### config.mk
export PLATFORM = sky130hd
export DESIGN_NAME = keyword_number_lexer_unit
export DESIGN_NICKNAME = d
export VERILOG_FILES = /design/src/design/knl_pkg.sv /design/src/design/keyword_number_lexer_unit.sv
export SDC_FILE = /design/constraint.sdc
export NUM_CORES = 1
export LEC_CHECK = 0
export BUFFER_PORTS_ARGS = -buffer_cell sky130_fd_sc_hd__buf_2
export CORE_MARGIN = 2
export CORE_UTILIZATION = 40
export CTS_BUF_LIST = sky130_fd_sc_hd__clkbuf_4 sky130_fd_sc_hd__clkbuf_8 sky130_fd_sc_hd__clkbuf_16
export DETAILED_ROUTE_END_ITERATION = 16
export MAX_ROUTING_LAYER = met4
export PLACE_DENSITY_LB_ADDON = 0.3
export SLEW_MARGIN = 20
export SYNTH_ARGS = -nofsm -noshare
export SYNTH_HDL_FRONTEND = slang
export SYNTH_SLANG_ARGS = --single-unit
### constraint.sdc
create_clock -name clk -period 27.3 [get_ports clk]
set_clock_uncertainty 0.05 [all_clocks]
set_input_delay 4.095 -clock clk [delete_from_list [all_inputs] [get_ports clk]]
set_output_delay 4.095 -clock clk [all_outputs]
set_load 0.01 [all_outputs]
### src/design/knl_pkg.sv
`timescale 1ns / 1ps
// ----------------------------------------------------------------------------
// knl_pkg
// Shared types, character codes and keyword tables for the keyword and
// number lexer.
// ----------------------------------------------------------------------------
package knl_pkg;

  // Counter widths
  localparam int POS_WIDTH_DEF  = 24;
  localparam int LINE_WIDTH_DEF = 24;
  localparam int LEN_WIDTH_DEF  = 16;

  // Result runs held between the scanner and the token port
  localparam int RUN_DEPTH = 2;
  localparam int RUN_MAX   = 3;

  typedef struct packed {
    logic [7:0] char_byte;
    logic       has_byte;
    logic       end_of_source;
  } src_item_t;

  typedef struct packed {
    logic [2:0]  token_kind;
    logic [1:0]  error_code;
    logic [7:0]  bad_char;
    logic [23:0] start_pos;
    logic [23:0] line_number;
    logic [15:0] token_length;
    logic        last_of_run;
  } tok_item_t;

  typedef enum logic [2:0] {
    MODE_IDLE    = 3'd0,
    MODE_IDENT   = 3'd1,
    MODE_NUM     = 3'd2,
    MODE_COMMENT = 3'd3,
    MODE_PCT     = 3'd4,
    MODE_GT      = 3'd5,
    MODE_HALT    = 3'd6
  } scan_mode_t;

  // Token kinds
  localparam logic [2:0] KIND_IDENT    = 3'd0;
  localparam logic [2:0] KIND_INT      = 3'd1;
  localparam logic [2:0] KIND_FLOAT    = 3'd2;
  localparam logic [2:0] KIND_SLONIK   = 3'd3;
  localparam logic [2:0] KIND_FROM     = 3'd4;
  localparam logic [2:0] KIND_KARTOHKA = 3'd5;
  localparam logic [2:0] KIND_OUTPUT   = 3'd6;
  localparam logic [2:0] KIND_END      = 3'd7;

  // Error codes
  localparam logic [1:0] ERR_NONE    = 2'd0;
  localparam logic [1:0] ERR_EXTRA_DOT = 2'd1;
  localparam logic [1:0] ERR_UNKNOWN = 2'd2;

  // Character codes
  localparam logic [7:0] CH_SPACE   = 8'h20;
  localparam logic [7:0] CH_TAB     = 8'h09;
  localparam logic [7:0] CH_NEWLINE = 8'h0A;
  localparam logic [7:0] CH_PERCENT = 8'h25;
  localparam logic [7:0] CH_GT      = 8'h3E;
  localparam logic [7:0] CH_DOT     = 8'h2E;
  localparam logic [7:0] CH_UNDER   = 8'h5F;

  // Keyword spellings, zero padded to eight characters
  localparam logic [7:0] KW_TEXT [3][8] = '{
    '{"s", "l", "o", "n", "i", "k", 8'h00, 8'h00},
    '{"f", "r", "o", "m", 8'h00, 8'h00, 8'h00, 8'h00},
    '{"k", "a", "r", "t", "o", "h", "k", "a"}
  };
  localparam logic [3:0] KW_LEN [3] = '{4'd6, 4'd4, 4'd8};
  localparam logic [2:0] KW_KIND [3] = '{KIND_SLONIK, KIND_FROM, KIND_KARTOHKA};

  function automatic logic is_alpha(input logic [7:0] c);
    return ((c >= "a") && (c <= "z")) || ((c >= "A") && (c <= "Z"));
  endfunction

  function automatic logic is_digit(input logic [7:0] c);
    return (c >= "0") && (c <= "9");
  endfunction

endpackage

### src/design/keyword_number_lexer_unit.sv
`timescale 1ns / 1ps
// ----------------------------------------------------------------------------
// keyword_number_lexer_unit
// Streaming lexer: one source byte per transaction in, tokens with kind,
// start offset, line and length out, with keyword, number and comment rules.
// ----------------------------------------------------------------------------
// Latency: the results of an item appear on the token port the cycle after
//   it is accepted, once the results of earlier items have drained.
// Throughput: one item per cycle unless the source port stalls; an item that causes
//   k results takes k token port transactions, and a two-run result queue decouples
//   the sides. The source port stalls while the queue holds two runs.
// Reset: synchronous; scanner returns to idle at offset 0, line 1, and the
//   result queue empties.
module keyword_number_lexer_unit #(
  parameter int POS_WIDTH  = knl_pkg::POS_WIDTH_DEF,
  parameter int LINE_WIDTH = knl_pkg::LINE_WIDTH_DEF,
  parameter int LEN_WIDTH  = knl_pkg::LEN_WIDTH_DEF
) (
  input  logic              clk,
  input  logic              rst,
  input  logic              src_valid,
  output logic              src_stall,
  input  knl_pkg::src_item_t src_data,
  output logic              tok_valid,
  input  logic              tok_stall,
  output knl_pkg::tok_item_t tok_data
);
  import knl_pkg::*;

  localparam int PTR_W = (RUN_DEPTH > 1) ? $clog2(RUN_DEPTH) : 1;
  localparam int FILL_W = $clog2(RUN_DEPTH + 1);

  // Scanner state
  scan_mode_t            mode, mode_next;
  logic [POS_WIDTH-1:0]  byte_pos, byte_pos_next;
  logic [LINE_WIDTH-1:0] line, line_next;
  logic [POS_WIDTH-1:0]  tok_start, tok_start_next;
  logic [LEN_WIDTH-1:0]  tok_len, tok_len_next;
  logic                  seen_dot, seen_dot_next;
  logic [2:0]            kw_hits, kw_hits_next;

  // Results of the current item
  tok_item_t [RUN_MAX-1:0] step_res;
  logic [1:0]              step_cnt;

  // Result queue, one run of up to three results per entry
  tok_item_t [RUN_MAX-1:0] run_res [RUN_DEPTH];
  logic [1:0]              run_cnt [RUN_DEPTH];
  logic [PTR_W-1:0]        wr_ptr, rd_ptr;
  logic [FILL_W-1:0]       fill;
  logic [1:0]              sub;

  logic src_acc, push, pop, run_done;

  function automatic tok_item_t mk_res(
    input logic [2:0]            kind,
    input logic [1:0]            err,
    input logic [7:0]            bad,
    input logic [POS_WIDTH-1:0]  pos,
    input logic [LINE_WIDTH-1:0] ln,
    input logic [LEN_WIDTH-1:0]  len
  );
    tok_item_t                r;
    logic [POS_WIDTH+23:0]    pos_ext;
    logic [LINE_WIDTH+23:0]   line_ext;
    logic [LEN_WIDTH+15:0]    len_ext;
    pos_ext  = {24'd0, pos};
    line_ext = {24'd0, ln};
    len_ext  = {16'd0, len};
    r.token_kind   = kind;
    r.error_code   = err;
    r.bad_char     = bad;
    r.start_pos    = pos_ext[23:0];
    r.line_number  = line_ext[23:0];
    r.token_length = len_ext[15:0];
    r.last_of_run  = 1'b0;
    return r;
  endfunction

  // Token flushed from the state in progress
  function automatic logic pend_ok(input scan_mode_t m);
    return (m == MODE_IDENT) || (m == MODE_NUM) || (m == MODE_PCT) || (m == MODE_GT);
  endfunction

  function automatic tok_item_t pend_res(
    input scan_mode_t            m,
    input logic [2:0]            hits,
    input logic                  dot,
    input logic [POS_WIDTH-1:0]  start,
    input logic [LINE_WIDTH-1:0] ln,
    input logic [LEN_WIDTH-1:0]  len
  );
    tok_item_t  r;
    logic [2:0] kind;
    kind = KIND_IDENT;
    for (int k = 0; k < 3; k++) begin
      if (hits[k] && (len == LEN_WIDTH'(KW_LEN[k]))) begin
        kind = KW_KIND[k];
      end
    end
    unique case (m)
      MODE_IDENT: r = mk_res(kind, ERR_NONE, 8'd0, start, ln, len);
      MODE_NUM:   r = mk_res(dot ? KIND_FLOAT : KIND_INT, ERR_NONE, 8'd0, start, ln, len);
      MODE_PCT:   r = mk_res(KIND_IDENT, ERR_UNKNOWN, CH_PERCENT, start, ln, '0);
      default:    r = mk_res(KIND_IDENT, ERR_UNKNOWN, CH_GT, start, ln, '0);
    endcase
    return r;
  endfunction

  function automatic logic [2:0] hits_step(
    input logic [2:0]           hits,
    input logic [LEN_WIDTH-1:0] len,
    input logic [7:0]           c
  );
    logic [2:0] h;
    h = hits;
    for (int k = 0; k < 3; k++) begin
      if (!((len < LEN_WIDTH'(KW_LEN[k])) && (KW_TEXT[k][len[2:0]] == c))) begin
        h[k] = 1'b0;
      end
    end
    return h;
  endfunction

  assign src_acc   = src_valid && !src_stall;
  assign src_stall = (fill == FILL_W'(RUN_DEPTH));

  // Scanner next state and the results of one item
  always_comb begin
    logic [7:0] c;
    logic       do_idle;
    c              = src_data.char_byte;
    do_idle        = 1'b0;
    mode_next      = mode;
    byte_pos_next  = byte_pos;
    line_next      = line;
    tok_start_next = tok_start;
    tok_len_next   = tok_len;
    seen_dot_next  = seen_dot;
    kw_hits_next   = kw_hits;
    step_res       = '0;
    step_cnt       = 2'd0;

    if (src_data.has_byte) begin
      unique case (mode)
        MODE_HALT: begin
        end
        MODE_COMMENT: begin
          do_idle = (c == CH_NEWLINE);
        end
        MODE_PCT: begin
          if (c == CH_PERCENT) begin
            mode_next = MODE_COMMENT;
          end else begin
            step_res[step_cnt] = pend_res(mode, kw_hits, seen_dot, tok_start, line, tok_len);
            step_cnt = step_cnt + 2'd1;
            mode_next = MODE_HALT;
          end
        end
        MODE_GT: begin
          if (c == CH_GT) begin
            step_res[step_cnt] = mk_res(KIND_OUTPUT, ERR_NONE, 8'd0, tok_start, line,
                                        LEN_WIDTH'(2));
            step_cnt = step_cnt + 2'd1;
            mode_next = MODE_IDLE;
          end else begin
            step_res[step_cnt] = pend_res(mode, kw_hits, seen_dot, tok_start, line, tok_len);
            step_cnt = step_cnt + 2'd1;
            mode_next = MODE_HALT;
          end
        end
        MODE_IDENT: begin
          if (is_alpha(c) || is_digit(c) || (c == CH_UNDER)) begin
            kw_hits_next = hits_step(kw_hits, tok_len, c);
            tok_len_next = (&tok_len) ? tok_len : tok_len + LEN_WIDTH'(1);
          end else begin
            step_res[step_cnt] = pend_res(mode, kw_hits, seen_dot, tok_start, line, tok_len);
            step_cnt = step_cnt + 2'd1;
            do_idle = 1'b1;
          end
        end
        MODE_NUM: begin
          if (is_digit(c)) begin
            tok_len_next = (&tok_len) ? tok_len : tok_len + LEN_WIDTH'(1);
          end else if (c == CH_DOT) begin
            if (seen_dot) begin
              // Drop the number, flag the second dot
              step_res[step_cnt] = mk_res(KIND_IDENT, ERR_EXTRA_DOT, 8'd0, byte_pos, line,
                                          '0);
              step_cnt = step_cnt + 2'd1;
              mode_next = MODE_HALT;
            end else begin
              seen_dot_next = 1'b1;
              tok_len_next  = (&tok_len) ? tok_len : tok_len + LEN_WIDTH'(1);
            end
          end else begin
            step_res[step_cnt] = pend_res(mode, kw_hits, seen_dot, tok_start, line, tok_len);
            step_cnt = step_cnt + 2'd1;
            do_idle = 1'b1;
          end
        end
        default: begin
          do_idle = 1'b1;
        end
      endcase

      if (do_idle) begin
        mode_next = MODE_IDLE;
        if ((c == CH_SPACE) || (c == CH_TAB)) begin
        end else if (c == CH_NEWLINE) begin
          line_next = (&line) ? line : line + LINE_WIDTH'(1);
        end else begin
          tok_start_next = byte_pos;
          if (c == CH_PERCENT) begin
            mode_next = MODE_PCT;
          end else if (c == CH_GT) begin
            mode_next = MODE_GT;
          end else if (is_alpha(c) || (c == CH_UNDER)) begin
            kw_hits_next = hits_step(3'b111, '0, c);
            tok_len_next = LEN_WIDTH'(1);
            mode_next    = MODE_IDENT;
          end else if (is_digit(c)) begin
            tok_len_next  = LEN_WIDTH'(1);
            seen_dot_next = 1'b0;
            mode_next     = MODE_NUM;
          end else begin
            step_res[step_cnt] = mk_res(KIND_IDENT, ERR_UNKNOWN, c, byte_pos, line, '0);
            step_cnt = step_cnt + 2'd1;
            mode_next = MODE_HALT;
          end
        end
      end

      byte_pos_next = (&byte_pos) ? byte_pos : byte_pos + POS_WIDTH'(1);
    end

    if (src_data.end_of_source) begin
      // Flush, mark the end, then start over for the next source
      if (pend_ok(mode_next)) begin
        step_res[step_cnt] = pend_res(mode_next, kw_hits_next, seen_dot_next, tok_start_next,
                                      line_next, tok_len_next);
        step_cnt = step_cnt + 2'd1;
      end
      step_res[step_cnt] = mk_res(KIND_END, ERR_NONE, 8'd0, byte_pos_next, line_next, '0);
      step_cnt = step_cnt + 2'd1;
      mode_next      = MODE_IDLE;
      byte_pos_next  = '0;
      line_next      = LINE_WIDTH'(1);
      tok_start_next = '0;
      tok_len_next   = '0;
      seen_dot_next  = 1'b0;
      kw_hits_next   = 3'b111;
    end
  end

  always_ff @(posedge clk) begin
    if (rst) begin
      mode      <= MODE_IDLE;
      byte_pos  <= '0;
      line      <= LINE_WIDTH'(1);
      tok_start <= '0;
      tok_len   <= '0;
      seen_dot  <= 1'b0;
      kw_hits   <= 3'b111;
    end else if (src_acc) begin
      mode      <= mode_next;
      byte_pos  <= byte_pos_next;
      line      <= line_next;
      tok_start <= tok_start_next;
      tok_len   <= tok_len_next;
      seen_dot  <= seen_dot_next;
      kw_hits   <= kw_hits_next;
    end
  end

  // Result queue
  assign push      = src_acc && (step_cnt != 2'd0);
  assign tok_valid = (fill != '0);
  assign pop       = tok_valid && !tok_stall;
  assign run_done  = pop && (sub == (run_cnt[rd_ptr] - 2'd1));

  always_comb begin
    tok_data             = run_res[rd_ptr][sub];
    tok_data.last_of_run = (sub == (run_cnt[rd_ptr] - 2'd1));
  end

  always_ff @(posedge clk) begin
    if (push) begin
      run_res[wr_ptr] <= step_res;
      run_cnt[wr_ptr] <= step_cnt;
    end
  end

  always_ff @(posedge clk) begin
    if (rst) begin
      wr_ptr <= '0;
      rd_ptr <= '0;
      fill   <= '0;
      sub    <= 2'd0;
    end else begin
      if (push) begin
        wr_ptr <= (wr_ptr == PTR_W'(RUN_DEPTH - 1)) ? '0 : wr_ptr + PTR_W'(1);
      end
      if (run_done) begin
        rd_ptr <= (rd_ptr == PTR_W'(RUN_DEPTH - 1)) ? '0 : rd_ptr + PTR_W'(1);
        sub    <= 2'd0;
      end else if (pop) begin
        sub <= sub + 2'd1;
      end
      fill <= fill + FILL_W'(push) - FILL_W'(run_done);
    end
  end

  // Checks
  a_fill_bound: assert property (@(posedge clk) disable iff (rst)
    fill <= FILL_W'(RUN_DEPTH))
    else $error("result queue over its depth");

  a_head_run: assert property (@(posedge clk) disable iff (rst)
    tok_valid |-> ((run_cnt[rd_ptr] != 2'd0) && (sub < run_cnt[rd_ptr])))
    else $error("token port reads past its run");

  a_halt_quiet: assert property (@(posedge clk) disable iff (rst)
    (src_acc && (mode == MODE_HALT) && !src_data.end_of_source) |-> (step_cnt == 2'd0))
    else $error("halted scanner produced a result");

  a_eos_idle: assert property (@(posedge clk) disable iff (rst)
    (src_acc && src_data.end_of_source) |=> ((mode == MODE_IDLE) && (byte_pos == '0)))
    else $error("scanner not back at reset state after end of source");

endmodule

==> results of run 1 <==
## metrics by stage
step | setup WS [ns] | total power [uW]
after floorplan | 9.064 | 1560
after global placement | 15.47 | 1745
after detailed placement | 15.19 | 1760
after CTS | 15.83 | 2600
after global routing | 15.82 | 2683
final | 16.31 | 2576
## routing by layer
layer	GRT usage	part of all wire	vias up
li1	-	-	9623
met3	0.03037	0.071	189
met4	0.07032	0.028	0
met1	0.3201	0.43	10684
met5	-	0	-
met2	0.3698	0.47	958
## cells in the final DEF (no fill, tap or decap), drive strengths merged, types with 7 or more instances in the layout
cell type,n
xor2,29
nor2,303
clkinvlp,8
xnor2,42
mux4,76
nand3,51
o21ai,135
nor4,18
nand2b,18
buf,141
a22oi,105
o211ai,8
o2bb2ai,9
and2,23
edfxtp,450
mux2i,91
bufinv,9
nor2b,12
dfxtp,102
a221o,12
nand2,194
a21oi,157
o21a,7
ha,18
nand4,23
o31ai,23
a31oi,22
a21o,12
clkinv,20
or4,8
a32oi,8
nor3,63
inv,108
and4,10
o31a,10
or3,8
clkbuf,72
o221ai,9
o22ai,89
and3,24
## critical path: stages
cell,delay [ns]
buf_2,0.21
nor4b_4,0.40
nand4_1,0.34
o21ai_0,0.40
nand2_1,0.27
nor2_1,0.40
inv_1,0.29
ha_1,0.35
nand2b_1,0.09
o211a_1,0.30
inv_1,0.10
ha_1,0.28
nand2_1,0.06
a21boi_0,0.34
ha_1,0.30
mux2i_1,0.26
a2111oi_0,0.12
a311o_1,0.47
nor2_4,0.45
buf_4,0.68
buf_4,0.87
## path summary, 6_finish.rpt
check	to	slack (ns)	cells past startpoint
worst max register to register	run_res[1][163]$_DFFE_PP_	19.35	15
worst min-delay path	tok_start[21]$_SDFFE_PP0P_	0.48	2
worst min register to register	tok_start[21]$_SDFFE_PP0P_	0.48	2
worst max-delay path	run_res[1][163]$_DFFE_PP_	16.31	21
## power by group through the flow
stage / Clock [uW] / Combinational, uW / Sequential (uW)
detailed placement: 0 / 645 / 1120
floorplan: 0 / 419 / 1140
CTS: 855 / 647 / 1100
global placement: 0 / 637 / 1110
global route: 885 / 692 / 1110
finish: 838 / 643 / 1100
## area by class of cell
cell class                 instances  area, um^2
multi-input combinational       1691       11450
fill                            6463       38400
tap                              940        1176
sequential                       552       15570
antenna                            2       5.005
timing repair buffer             141       853.3
clock buffer                      72        1569
clock inverter                    38       484.2
inverter                         107       401.6
## cells in the mapped netlist, types with 5 or more instances
cell / instances / area, um^2
clkbuf_1: 181 / 679.4
or2_2: 5 / 31.28
a21o_1: 12 / 90.09
o21ai_0: 125 / 625.6
mux4_2: 76 / 1712
a22oi_1: 105 / 788.3
a21oi_1: 155 / 775.7
edfxtp_1: 450 / 13510
o211ai_1: 8 / 60.06
buf_1: 16 / 60.06
nor2_1: 303 / 1137
o221ai_1: 9 / 78.83
buf_2: 21 / 105.1
o2bb2ai_1: 9 / 78.83
o31a_1: 10 / 87.58
a221o_1: 12 / 120.1
nand2b_1: 18 / 112.6
a31oi_1: 22 / 137.6
inv_1: 107 / 401.6
and2_1: 22 / 137.6
nand4_1: 23 / 143.9
and4_1: 10 / 87.58
nand3_1: 51 / 255.2
and3_1: 24 / 150.1
nand2_1: 193 / 724.4
or3_1: 8 / 50.05
or4_1: 7 / 52.55
a32oi_1: 8 / 70.07
o31ai_1: 23 / 172.7
nor2b_1: 12 / 75.07
o21a_1: 7 / 52.55
o21ai_1: 8 / 40.04
xor2_1: 29 / 254.0
mux2i_1: 91 / 910.9
a211o_1: 5 / 43.79
o22ai_1: 89 / 556.8
a2bb2oi_1: 5 / 43.79
nor4_1: 17 / 106.4
xnor2_1: 42 / 367.9
dfxtp_1: 102 / 2042
nor3_1: 59 / 295.3
ha_1: 18 / 225.2
## logic make-up after synthesis
group,Yosys count
multiplexers,170
adder cells (fa/ha/maj),18
AND/OR/NAND/NOR,778
buffers and inverters,329
flip-flops,552
XOR/XNOR,71
AO/OA/AOI/OAI,654
## registers in the layout, summed over array words and instances (netlist names), named ones only
name,count
tok_start,24
rd_ptr,1
tok_len,16
fill,2
mode,3
seen_dot,1
line,24
wr_ptr,1
kw_hits,3
byte_pos,24
run_res,446
run_cnt,4
sub,2
==> results.sh, run 1 <==
export IMPL_synth_net_count=2604
export IMPL_drt_iter0_markers=2275
export IMPL_synth_area_um2=28200
export IMPL_swShare=0.3104
export IMPL_synthXorXnorAreaFrac=0.02205
export IMPL_rr_startpoint="mode[0]$_SDFFE_PP0P_"
export IMPL_place_congestion=0.9060
export IMPL_numClockSinks=552
export IMPL_power_density_nw_per_um2=81.77
export IMPL_clock_path_buffers=3
export IMPL_maxSlewViolCount=0
export IMPL_finalCritPeriodShare=0.4025
export IMPL_grt_ovfl_total=0
export IMPL_synthSimpleGateAreaFrac=0.1288
export IMPL_holdCritStartpoint="tok_start[21]$_SDFFE_PP0P_"
export IMPL_start_util=0.4035
export IMPL_synth_compound_area_share=0.1501
export IMPL_wl_per_cell_um=24.05
export IMPL_grt_pass1_vias=20738
export IMPL_syn_area_per_cell_um2=10.97
export IMPL_critical_path_arrival_ns=11.19
export IMPL_setup_tns_ns=0
export IMPL_combPwrFrac=0.250
export IMPL_instances_no_fill=3543
export IMPL_cts_tree="yes"
export IMPL_die_x_um=269.5
export IMPL_synth_edf_count=450
export IMPL_h_tree_depth=2
export IMPL_start_kind="input port"
export IMPL_dpl_hpwl_um=54610
export IMPL_yosys_mux_area_fraction=0.09418
export IMPL_synthCells=2572
export IMPL_drive_above_1_share=0.1411
export IMPL_die_area_um2=72650
export IMPL_port_buffers=93
export IMPL_cp_end_kind="flip-flop"
export IMPL_timing_hold_violations_final=0
export IMPL_rsz0062_at_grt="no"
export IMPL_grt_max_degree=159
export IMPL_max_cap_viol_count=0
export IMPL_fin_hold_ws_ns=0.4798
export IMPL_synth_fa_ha_area_frac=0.007985
export IMPL_p_int_uw=1777
export IMPL_ctsHoldBuffers=0
export IMPL_grt_pass1_wl_um=129400
export IMPL_placed_cells=3430
export IMPL_synth_async_sr_flop_share=0
export IMPL_worst_skew_pair_late_latency_ns=0.64
export IMPL_cp_data_required_time_ns=27.50
export IMPL_viasPerCell=6.055
export IMPL_setup_viol_count_final=0
export IMPL_critPathKind="in2reg"
export IMPL_seqPwrFrac=0.425
export IMPL_drc=0
export IMPL_num_rows=97
export IMPL_ir_drop_uv=67.79
export IMPL_max_freq_mhz=91.01
export IMPL_worst_slew_pin_transition_ns=1.110
export IMPL_yosys_warnings=0
export IMPL_wirelength_um=85200
export IMPL_synth_top_family_by_area="compound AO/OA/AOI/OAI gates"
export IMPL_min_path_type="reg2reg"
export IMPL_ys_ff_latch=552
export IMPL_post_route_util=0.4507
export IMPL_clock_power_share=0.325
export IMPL_synthFlopType="edfxtp_1"
export IMPL_syn2layout_area_growth_pct=11.71
export IMPL_dieHeight_um=269.5
export IMPL_p_sw_uw=799.8
export IMPL_post_route_min_period_ns=10.99
export IMPL_track_usage=0.2355
export IMPL_dpl_cell_area_um2=29430
export IMPL_timing_slew_headroom=0.2587
export IMPL_p_leak_uw=0.01057
export IMPL_root_buffer="clkbuf_16"
export IMPL_cp_max_fo=71
export IMPL_final_net_count=2583
export IMPL_ctsResizeCount=0
export IMPL_clk_pin_slew_ns=0.07
export IMPL_crit_start="src_data[6]"
export IMPL_dr_pass1_iters=5
export IMPL_cts_buffers=58
export IMPL_via_count=21454
export IMPL_coreArea_um2=69910
export IMPL_yosysSeqAreaShare=0.5515
export IMPL_ant_nets=0
export IMPL_stdcell_area_um2=31510
export IMPL_status="complete, no violations"
export IMPL_antenna_found_initial=2
export IMPL_io_pins=94
export IMPL_post_cts_buffers=0
export IMPL_synth_cell_types=87
Note: power is estimated with default switching activity, not from simulation.
==> run 2, diff against run 1 <==
==> constraint.sdc (replaced) <==
create_clock -name clk -period 9.2 [get_ports clk]
set_clock_uncertainty 0.05 [all_clocks]
set_input_delay 1.38 -clock clk [delete_from_list [all_inputs] [get_ports clk]]
set_output_delay 1.38 -clock clk [all_outputs]
set_load 0.01 [all_outputs]
==> run 2 against run 1 <==
Against the previous run: clock-buffer cell count down 2; global-route usage shrank 0.32 points; sequential share of layout area is 0.11 points lower; sequential cell count unchanged; sequential power grew to 3.0 times the previous value; cell count hardly changed; critical path type unchanged; largest power group unchanged.
==> results.sh, run 2 (synthesized netlist as in run 1, its figures left out) <==
export IMPL_cp_data_required_time_ns=9.61
export IMPL_critPathKind="in2reg"
export IMPL_ir_drop_uv=229.4
export IMPL_power_density_nw_per_um2=244.3
export IMPL_worst_skew_pair_late_latency_ns=0.66
export IMPL_max_cap_viol_count=0
export IMPL_dr_pass1_iters=8
export IMPL_grt_max_degree=116
export IMPL_p_int_uw=5317
export IMPL_drc=0
export IMPL_wl_per_cell_um=23.58
export IMPL_h_tree_depth=2
export IMPL_cts_tree="yes"
export IMPL_die_area_um2=72650
export IMPL_ctsResizeCount=0
export IMPL_die_x_um=269.5
export IMPL_maxSlewViolCount=0
export IMPL_start_util=0.4035
export IMPL_grt_ovfl_total=0
export IMPL_cp_end_kind="flip-flop"
export IMPL_port_buffers=93
export IMPL_combPwrFrac=0.248
export IMPL_track_usage=0.2323
export IMPL_ctsHoldBuffers=0
export IMPL_drive_above_1_share=0.1397
export IMPL_timing_hold_violations_final=0
export IMPL_placed_cells=3429
export IMPL_finalCritPeriodShare=0.7569
export IMPL_root_buffer="clkbuf_16"
export IMPL_clk_pin_slew_ns=0.06
export IMPL_final_net_count=2582
export IMPL_cp_max_fo=38
export IMPL_wirelength_um=83580
export IMPL_min_path_type="reg2reg"
export IMPL_setup_viol_count_final=0
export IMPL_timing_slew_headroom=0.2482
export IMPL_layout_common_cells="edfxtp_1 (450), nor2_1 (300), nand2_1 (192)"
export IMPL_status="complete, no violations"
export IMPL_place_congestion=0.9301
export IMPL_antenna_found_initial=3
export IMPL_coreArea_um2=69910
export IMPL_worst_slew_pin_transition_ns=1.125
export IMPL_clock_power_share=0.329
export IMPL_grt_pass1_vias=21361
export IMPL_post_route_util=0.4517
export IMPL_max_freq_mhz=143.6
export IMPL_regMostFlops="run_res"
export IMPL_cts_buffers=59
export IMPL_critical_path_arrival_ns=7.38
export IMPL_io_pins=94
export IMPL_drt_iter0_markers=2310
export IMPL_post_cts_buffers=0
export IMPL_swShare=0.3106
export IMPL_final_common_cell="edfxtp_1"
export IMPL_p_sw_uw=2396
export IMPL_syn2layout_area_growth_pct=11.95
export IMPL_numClockSinks=552
export IMPL_grt_pass1_wl_um=128600
export IMPL_seqPwrFrac=0.423
export IMPL_viasPerCell=6.051
export IMPL_num_rows=97
export IMPL_instances_no_fill=3545
export IMPL_fill_cells=6459
export IMPL_dieHeight_um=269.5
export IMPL_via_count=21452
export IMPL_ant_nets=0
export IMPL_start_kind="input port"
export IMPL_rsz0062_at_grt="no"
export IMPL_clock_path_buffers=3
export IMPL_dpl_hpwl_um=53670
export IMPL_p_leak_uw=0.01059
export IMPL_post_route_min_period_ns=6.964
export IMPL_largest_reg_flops=446
[run 2: final timing paths]
kind                              start                          to  slack, ns  cells past startpoint
max reg2reg        mode[0]$_SDFFE_PP0P_   run_res[0][203]$_DFFE_PP_       2.64                     14
max                         src_data[6]   run_res[0][203]$_DFFE_PP_       2.24                     20
min reg2reg  tok_start[21]$_SDFFE_PP0P_  tok_start[21]$_SDFFE_PP0P_       0.47                      2
min          tok_start[21]$_SDFFE_PP0P_  tok_start[21]$_SDFFE_PP0P_       0.47                      2
[run 2: layer usage]
metal	part of all wire	vias up	GRT usage
li1	-	9609	-
met1	0.42	10694	0.3029
met2	0.47	975	0.3654
met3	0.080	174	0.04497
met4	0.028	0	0.07558
met5	0	-	-
[run 2: power groups by stage]
stage          Combinational, uW  Clock [uW]  Sequential, uW
6_report                    1920        2540            3260
5_1_grt                     2070        2680            3290
4_1_cts                     1920        2580            3260
3_5_place_dp                1920           0            3320
3_3_place_gp                1900           0            3290
2_1_floorplan               1240           0            3320
[run 2: final cells by class]
class	instances	area (um^2)	area share
tap	940	1176	0.03725
multi-input combinational	1691	11460	0.3629
clock buffer	70	1572	0.04977
antenna	6	15.01	0.0004755
timing repair buffer	139	888.4	0.02813
inverter	107	401.6	0.01272
sequential	552	15570	0.4930
clock inverter	40	498.0	0.01577
[run 2: metrics by stage]
stage / hold slack [ns] / cell area, um^2 / TNS [ns] / worst slack, ns / total power (uW)
after global placement: 0.4456 / 29490 / 0 / 1.896 / 5192
after global routing: 0.5054 / 31570 / 0 / 1.799 / 8039
after floorplan: 0.4295 / 28210 / -1134.25 / -2.521 / 4563
after detailed placement: 0.4530 / 29490 / 0 / 1.746 / 5234
final: 0.4698 / 31580 / 0 / 2.236 / 7713
after CTS: 0.4725 / 31560 / 0 / 2.393 / 7772
[run 2: critical path, cell delays in order]
cell	delay (ns)
buf_2	0.20
nor4b_4	0.37
nand4_1	0.30
o21ai_0	0.32
nand2_1	0.26
nor2_1	0.40
inv_1	0.29
ha_1	0.35
nand2b_1	0.09
o211a_1	0.28
inv_1	0.11
ha_1	0.28
nand2_1	0.06
a21boi_0	0.35
inv_1	0.09
ha_2	0.48
and4bb_2	0.94
and2_0	0.43
o21ai_0	0.15
a21oi_1	0.24
